File: config.mk
export PLATFORM = sky130hd
export DESIGN_NAME = r6tb_bfly
export DESIGN_NICKNAME = d
export VERILOG_FILES = /design/src/rtl/core/r6tb_pkg.sv /design/src/rtl/core/r6tb_bfly.sv
export SDC_FILE = /design/constraint.sdc
export NUM_CORES = 2
export LEC_CHECK = 0
export BUFFER_PORTS_ARGS = -buffer_cell sky130_fd_sc_hd__buf_2
export CAP_MARGIN = 15
export CORE_ASPECT_RATIO = 1.1
export CORE_UTILIZATION = 45
export DETAILED_ROUTE_END_ITERATION = 7
export GPL_ROUTABILITY_DRIVEN = 0
export PLACE_DENSITY = 0.65
export SLEW_MARGIN = 20
export SYNTH_ARGS = -nofsm -noshare
export SYNTH_HDL_FRONTEND = slang
export SYNTH_SLANG_ARGS = --single-unit
export TNS_END_PERCENT = 100
File: constraint.sdc
create_clock -name i_clk -period 7.99 [get_ports i_clk]
set_input_delay 0 -clock i_clk [delete_from_list [all_inputs] [get_ports i_clk]]
set_output_delay 0 -clock i_clk [all_outputs]
set_load 0.1 [all_outputs]
File: src/rtl/core/r6tb_pkg.sv
// ----------------------------------------------------------------------------
// r6tb_pkg
// Shared constants, operation codes and types of the radix-6 butterfly.
// ----------------------------------------------------------------------------
`default_nettype none

package r6tb_pkg;

    localparam int FRAC_BITS      = 16;
    localparam int OUT_WIDTH      = 28;
    localparam int IDX_WIDTH      = 3;
    localparam int COEF_MIN_WIDTH = 18;
    localparam int K3_COEF        = 56756;
    localparam int ONE_COEF       = 65536;

    localparam logic [IDX_WIDTH-1:0] LAST_INDEX = 3'd5;

    typedef logic [2:0] t_op;

    // Operations of the shared multiplier, in issue order
    localparam t_op OP_K3A = 3'd0;
    localparam t_op OP_K3B = 3'd1;
    localparam t_op OP_X0  = 3'd2;
    localparam t_op OP_X1  = 3'd3;
    localparam t_op OP_X2  = 3'd4;
    localparam t_op OP_X3  = 3'd5;
    localparam t_op OP_X4  = 3'd6;
    localparam t_op OP_X5  = 3'd7;

    typedef struct packed {
        logic valid;
        t_op  op;
    } t_mul_tag;

    function automatic logic is_k3(input t_op op);
        return (op == OP_K3A) || (op == OP_K3B);
    endfunction

endpackage

`default_nettype wire

File: src/rtl/core/r6tb_bfly.sv
// ----------------------------------------------------------------------------
// r6tb_bfly
// Radix-6 butterfly adder network: registered partial sums, stored
// sqrt3/2 products, and the operand select for the shared multiplier.
// ----------------------------------------------------------------------------
`default_nettype none

module r6tb_bfly #(
    parameter int SW = 24
) (
    input  wire logic                  i_clk,
    input  wire logic                  i_load,
    input  wire logic [5:0][SW:0]      i_xr,
    input  wire logic [5:0][SW:0]      i_xi,
    input  wire r6tb_pkg::t_mul_tag    i_k3_tag,
    input  wire logic signed [SW+4:0]  i_k3_re,
    input  wire logic signed [SW+4:0]  i_k3_im,
    input  wire r6tb_pkg::t_op         i_op,
    output logic signed [SW+4:0]       o_opa,
    output logic signed [SW+4:0]       o_opb
);

    localparam int DW = SW + 5;

    logic signed [DW-1:0] xr [6];
    logic signed [DW-1:0] xi [6];
    logic signed [DW-1:0] a2r, a2i, a3r, a3i;

    logic signed [DW-1:0] r_a1r, r_a1i, r_a4r, r_a4i;
    logic signed [DW-1:0] r_a5r, r_a5i, r_a6r, r_a6i;
    logic signed [DW-1:0] r_a7r, r_a7i, r_a8r, r_a8i;
    logic signed [DW-1:0] r_t1i, r_t2r, r_u1i, r_u2r;

    logic signed [DW-1:0] t1r, t2i, u1r, u2i;

    function automatic logic signed [DW-1:0] half(input logic signed [DW-1:0] v);
        return (v + $signed(DW'(1))) >>> 1;
    endfunction

    always_comb begin
        for (int n = 0; n < 6; n++) begin
            xr[n] = DW'($signed(i_xr[n]));
            xi[n] = DW'($signed(i_xi[n]));
        end
        a2r = xr[1] + xr[5];
        a2i = xi[1] + xi[5];
        a3r = xr[2] + xr[4];
        a3i = xi[2] + xi[4];
    end

    always_ff @(posedge i_clk) begin
        if (i_load) begin
            r_a1r <= xr[0] + xr[3];
            r_a1i <= xi[0] + xi[3];
            r_a4r <= xr[0] - xr[3];
            r_a4i <= xi[0] - xi[3];
            r_a5r <= xr[1] - xr[5];
            r_a5i <= xi[1] - xi[5];
            r_a6r <= xr[2] - xr[4];
            r_a6i <= xi[2] - xi[4];
            r_a7r <= a3r - a2r;
            r_a7i <= a3i - a2i;
            r_a8r <= a3r + a2r;
            r_a8i <= a3i + a2i;
        end
    end

    // Hold the sqrt3/2 products used by outputs 1, 2, 4 and 5
    always_ff @(posedge i_clk) begin
        if (i_k3_tag.valid && (i_k3_tag.op == r6tb_pkg::OP_K3A)) begin
            r_t1i <= i_k3_re;
            r_t2r <= i_k3_im;
        end
        if (i_k3_tag.valid && (i_k3_tag.op == r6tb_pkg::OP_K3B)) begin
            r_u1i <= i_k3_re;
            r_u2r <= i_k3_im;
        end
    end

    always_comb begin
        t1r = r_a4r - half(r_a7r);
        t2i = r_a4i - half(r_a7i);
        u1r = r_a1r - half(r_a8r);
        u2i = r_a1i - half(r_a8i);
    end

    always_comb begin
        unique case (i_op)
            r6tb_pkg::OP_K3A: begin
                o_opa = r_a5i + r_a6i;
                o_opb = r_a6r + r_a5r;
            end
            r6tb_pkg::OP_K3B: begin
                o_opa = r_a5i - r_a6i;
                o_opb = r_a6r - r_a5r;
            end
            r6tb_pkg::OP_X0: begin
                o_opa = r_a1r + r_a8r;
                o_opb = r_a1i + r_a8i;
            end
            r6tb_pkg::OP_X1: begin
                o_opa = t1r - r_t1i;
                o_opb = t2i + r_t2r;
            end
            r6tb_pkg::OP_X2: begin
                o_opa = u1r - r_u1i;
                o_opb = u2i - r_u2r;
            end
            r6tb_pkg::OP_X3: begin
                o_opa = r_a4r + r_a7r;
                o_opb = r_a4i + r_a7i;
            end
            r6tb_pkg::OP_X4: begin
                o_opa = u1r + r_u1i;
                o_opb = u2i + r_u2r;
            end
            r6tb_pkg::OP_X5: begin
                o_opa = t1r + r_t1i;
                o_opb = t2i - r_t2r;
            end
            default: begin
                o_opa = '0;
                o_opb = '0;
            end
        endcase
    end

endmodule

`default_nettype wire

==> flow_metrics.tcl <==
set metrics [dict create \
    status "completed" \
    path_clk_slew_ns 0.06 \
    cts_resized 0 \
    die_h_um 372 \
    clockRootBuffer "clkbuf_16" \
    initial_core_util_pct 45.5 \
    hold_ws_ns 0.0210 \
    syn_area_sq_um 56100 \
    grt_pass1_vias 50500 \
    die-width_um 339 \
    core_area_sq_um 123000 \
    yosysTopAreaCellShare_pct 22.9 \
    grt_pass1_wl_mm 289 \
    hold_path_class "in2reg" \
    synth_cells 6713 \
    setup_viol 0 \
    portBuffers 424 \
    drt_iter0_drc 5187 \
    synth.cells.most_frequent "802 x ha_1, 660 x a21oi_1, 591 x nor2_1" \
    track_usage_pct 29.6 \
    postCtsHoldBufs 367 \
    fin_area_sq_um 65300 \
    synthArstFlopShare_pct 0 \
    synth_edf_count 428 \
    post_cts_buffers 0 \
    synth-main-ff-cell "edfxtp_1" \
    hpwl_mm 160 \
    synth_nets 7912 \
    wl_per_cell_um 21.3 \
    wl_mm 194 \
    drive_above_1_share_pct 8.19 \
    finalCriticalPeriod_ns 7.20 \
    post-place-ws_ns 1.56 \
    final_hold_viol_count 0 \
    ir_drop_mv 0.623 \
    tns_ns 0 \
    maxSlewHeadroom_pct 21.8 \
    crit_path_start_kind "flop" \
    powerDensity_nw_per_um2 437 \
    cts.sinks 428 \
    yosysMostFrequentCell "ha_1" \
    ant_nets 0 \
    synth_area_per_cell_sq_um 8.36 \
    worstSetupPathType "reg2out" \
    nFillCells 11600 \
    end_kind "output pin" \
    postPlaceCellArea_sq_um 59900 \
    clock.fmax_mhz 139 \
    finalWorstSetupSlack_ns 0.794 \
    globalRouteOverflowTotal 0 \
    cts_tree "built" \
    min_from "i_xr[55]" \
    ys_seq_elements 428 \
    hold_depth 4 \
    max_cap_violations 0 \
    placementRows 135 \
    viasPerCell 5.89 \
    dr.pass1.iters 6 \
    whs_endpoint "r_a6r[5]" \
    dieArea_sq_um 126000 \
    htreeDepth 2 \
    synthToLayoutAreaGrowth_pct 16.4 \
    final_nets 8617 \
    grt_start_max_net_pins 79 \
    finalCoreUtilization_pct 52.9 \
    antenna_found_initial 25 \
    synthTopCellsByArea "edfxtp_1 23%, ha_1 18%, xnor2_1 9.2%, a21oi_1 5.9%, xor2_1 5.4%" \
    slew_violations 0 \
    synth_top_area_cell "edfxtp_1" \
    final.period_utilization_pct 90.1 \
    synth.distinct_cells 92 \
    via_count 53700 \
    critPathArrivalTime_ns 7.20 \
    cts_buffer_depth 3 \
    cts_buffers 52 \
    drc 0 \
    ios 425 \
    yosysWarnings 0 \
    yosysSeqAreaShare_pct 22.9 \
    p_leak_nw 28.0 \
    critPathMaxFanout 10 \
    tightest_slew_ns 1.16 \
    rsz0062_at_grt "false" \
    required_ns 7.99 \
]
==> routing by layer <==
metal	up-vias	GRT usage, %	routed length (um)	part of all wire, %
met5	-	0	171	0.088
met4	26	11.5	7930	4.1
met3	339	4.93	18400	9.5
met2	2265	46.1	82600	43
met1	25300	40.9	84700	44
li1	25800	-	-	-
==> through the flow <==
step / std cells / power, mW
finish: 9111 / 28.5
global route: 9108 / 30.2
CTS: 9105 / 28.0
detailed placement: 8641 / 25.2
global placement: 8641 / 25.0
floorplan: 6713 / 19.7
==> cell type report <==
cell class / count / area [sq um] / area share [%]
diodes: 6 / 15.0 / 0.0230
multi-input cells: 5618 / 40800 / 62.5
inverters: 504 / 1890 / 2.90
clock inverters: 41 / 387 / 0.592
clock buffers: 56 / 1320 / 2.02
flip-flops and latches: 428 / 12900 / 19.7
repair buffers: 814 / 5980 / 9.16
well taps: 1644 / 2060 / 3.15
==> cells in the final DEF (no fill, tap or decap), types with 21 or more instances in the layout <==
| master | instances |
|---|---|
| o41ai_1 | 31 |
| a211o_1 | 24 |
| and3_1 | 58 |
| nor2_1 | 590 |
| buf_4 | 23 |
| ha_1 | 802 |
| nor3_1 | 177 |
| o211ai_1 | 36 |
| a211oi_1 | 80 |
| clkbuf_16 | 52 |
| edfxtp_1 | 428 |
| and2_1 | 24 |
| o21ai_0 | 372 |
| o221ai_1 | 23 |
| or4_1 | 23 |
| a21oi_1 | 660 |
| inv_1 | 502 |
| or3_1 | 53 |
| nand2b_1 | 110 |
| a221oi_1 | 28 |
| nor4_1 | 30 |
| buf_2 | 423 |
| nor2b_1 | 82 |
| nand3_1 | 153 |
| o22ai_1 | 45 |
| o21a_1 | 74 |
| o31a_1 | 21 |
| fa_1 | 30 |
| xnor2_1 | 587 |
| a31oi_1 | 67 |
| xor2_1 | 345 |
| nand4_1 | 55 |
| or2_2 | 28 |
| nand2_1 | 343 |
| o21bai_1 | 122 |
| a21o_1 | 202 |
| o31ai_1 | 65 |
| dlygate4sd3_1 | 367 |
==> worst max-delay path by stage <==
stage	startpoint	end	cells after the start	slack, ns
2_1_floorplan	i_k3_tag[2]	r_t1i[0]	1	1.25
3_3_place_gp	r_a7r[0]	o_opa[27]	27	1.66
3_5_place_dp	r_a7r[0]	o_opa[27]	27	1.56
4_1_cts	r_a7r[0]	o_opa[27]	27	0.82
5_1_grt	r_a8r[2]	o_opa[28]	27	0.22
6_report	r_a7r[0]	o_opa[27]	27	0.79
==> power by group <==
group / switching, mW / internal, mW / leakage (nW)
clock: 1.07 / 1.37 / 0.831
sequential: 0.704 / 3.18 / 4.11
combinational: 14.6 / 7.66 / 23.1
total: 16.3 / 12.2 / 28.0
==> cell families (layout without fill, tap and decap cells) <==
kind of cell	count (synthesis)	in the layout	synth area share (%)
AOI/OAI and AO/OA	2034	2034	23.2
and+or+nand+nor	1805	1805	15.6
xor gates and xnor gates	933	933	14.6
adders and majority gates	832	832	19.0
buffers and inverters	667	1415	4.47
DFF	428	428	22.9
muxes	14	14	0.261
other	0	6	0
==> critical path, cell delays in order (launching register included) <==
cell      delay [ns]
edfxtp_1        0.58
ha_1            0.29
nand2_1         0.08
nor3_1          0.43
nand3_1         0.16
xor2_1          0.17
ha_1            0.35
and3_1          0.24
nand3_1         0.09
or3_1           0.35
a21oi_1         0.22
nor2_1          0.10
o21ai_0         0.37
a21o_1          0.18
a21oi_1         0.07
xnor2_1         0.22
ha_1            0.32
a21o_1          0.19
a21oi_1         0.17
a21boi_0        0.18
o21ai_0         0.17
a21o_1          0.21
a31oi_1         0.15
o21ai_0         0.10
nor2_1          0.11
o21ai_0         0.08
or4_1           0.58
buf_2           0.33
==> registers in the layout (all words and copies together) (netlist names), 26 cells and up <==
| register | cells |
|---|---|
| r_u2r | 29 |
| r_t1i | 29 |
| r_u1i | 29 |
| r_a5i | 26 |
| r_a7r | 27 |
| r_t2r | 29 |
| r_a8i | 26 |
| r_a6i | 26 |
| r_a4r | 26 |
| r_a1i | 26 |
| r_a6r | 26 |
| r_a7i | 27 |
| r_a8r | 26 |
| r_a5r | 26 |
Note: power is estimated with default switching activity, not from simulation.
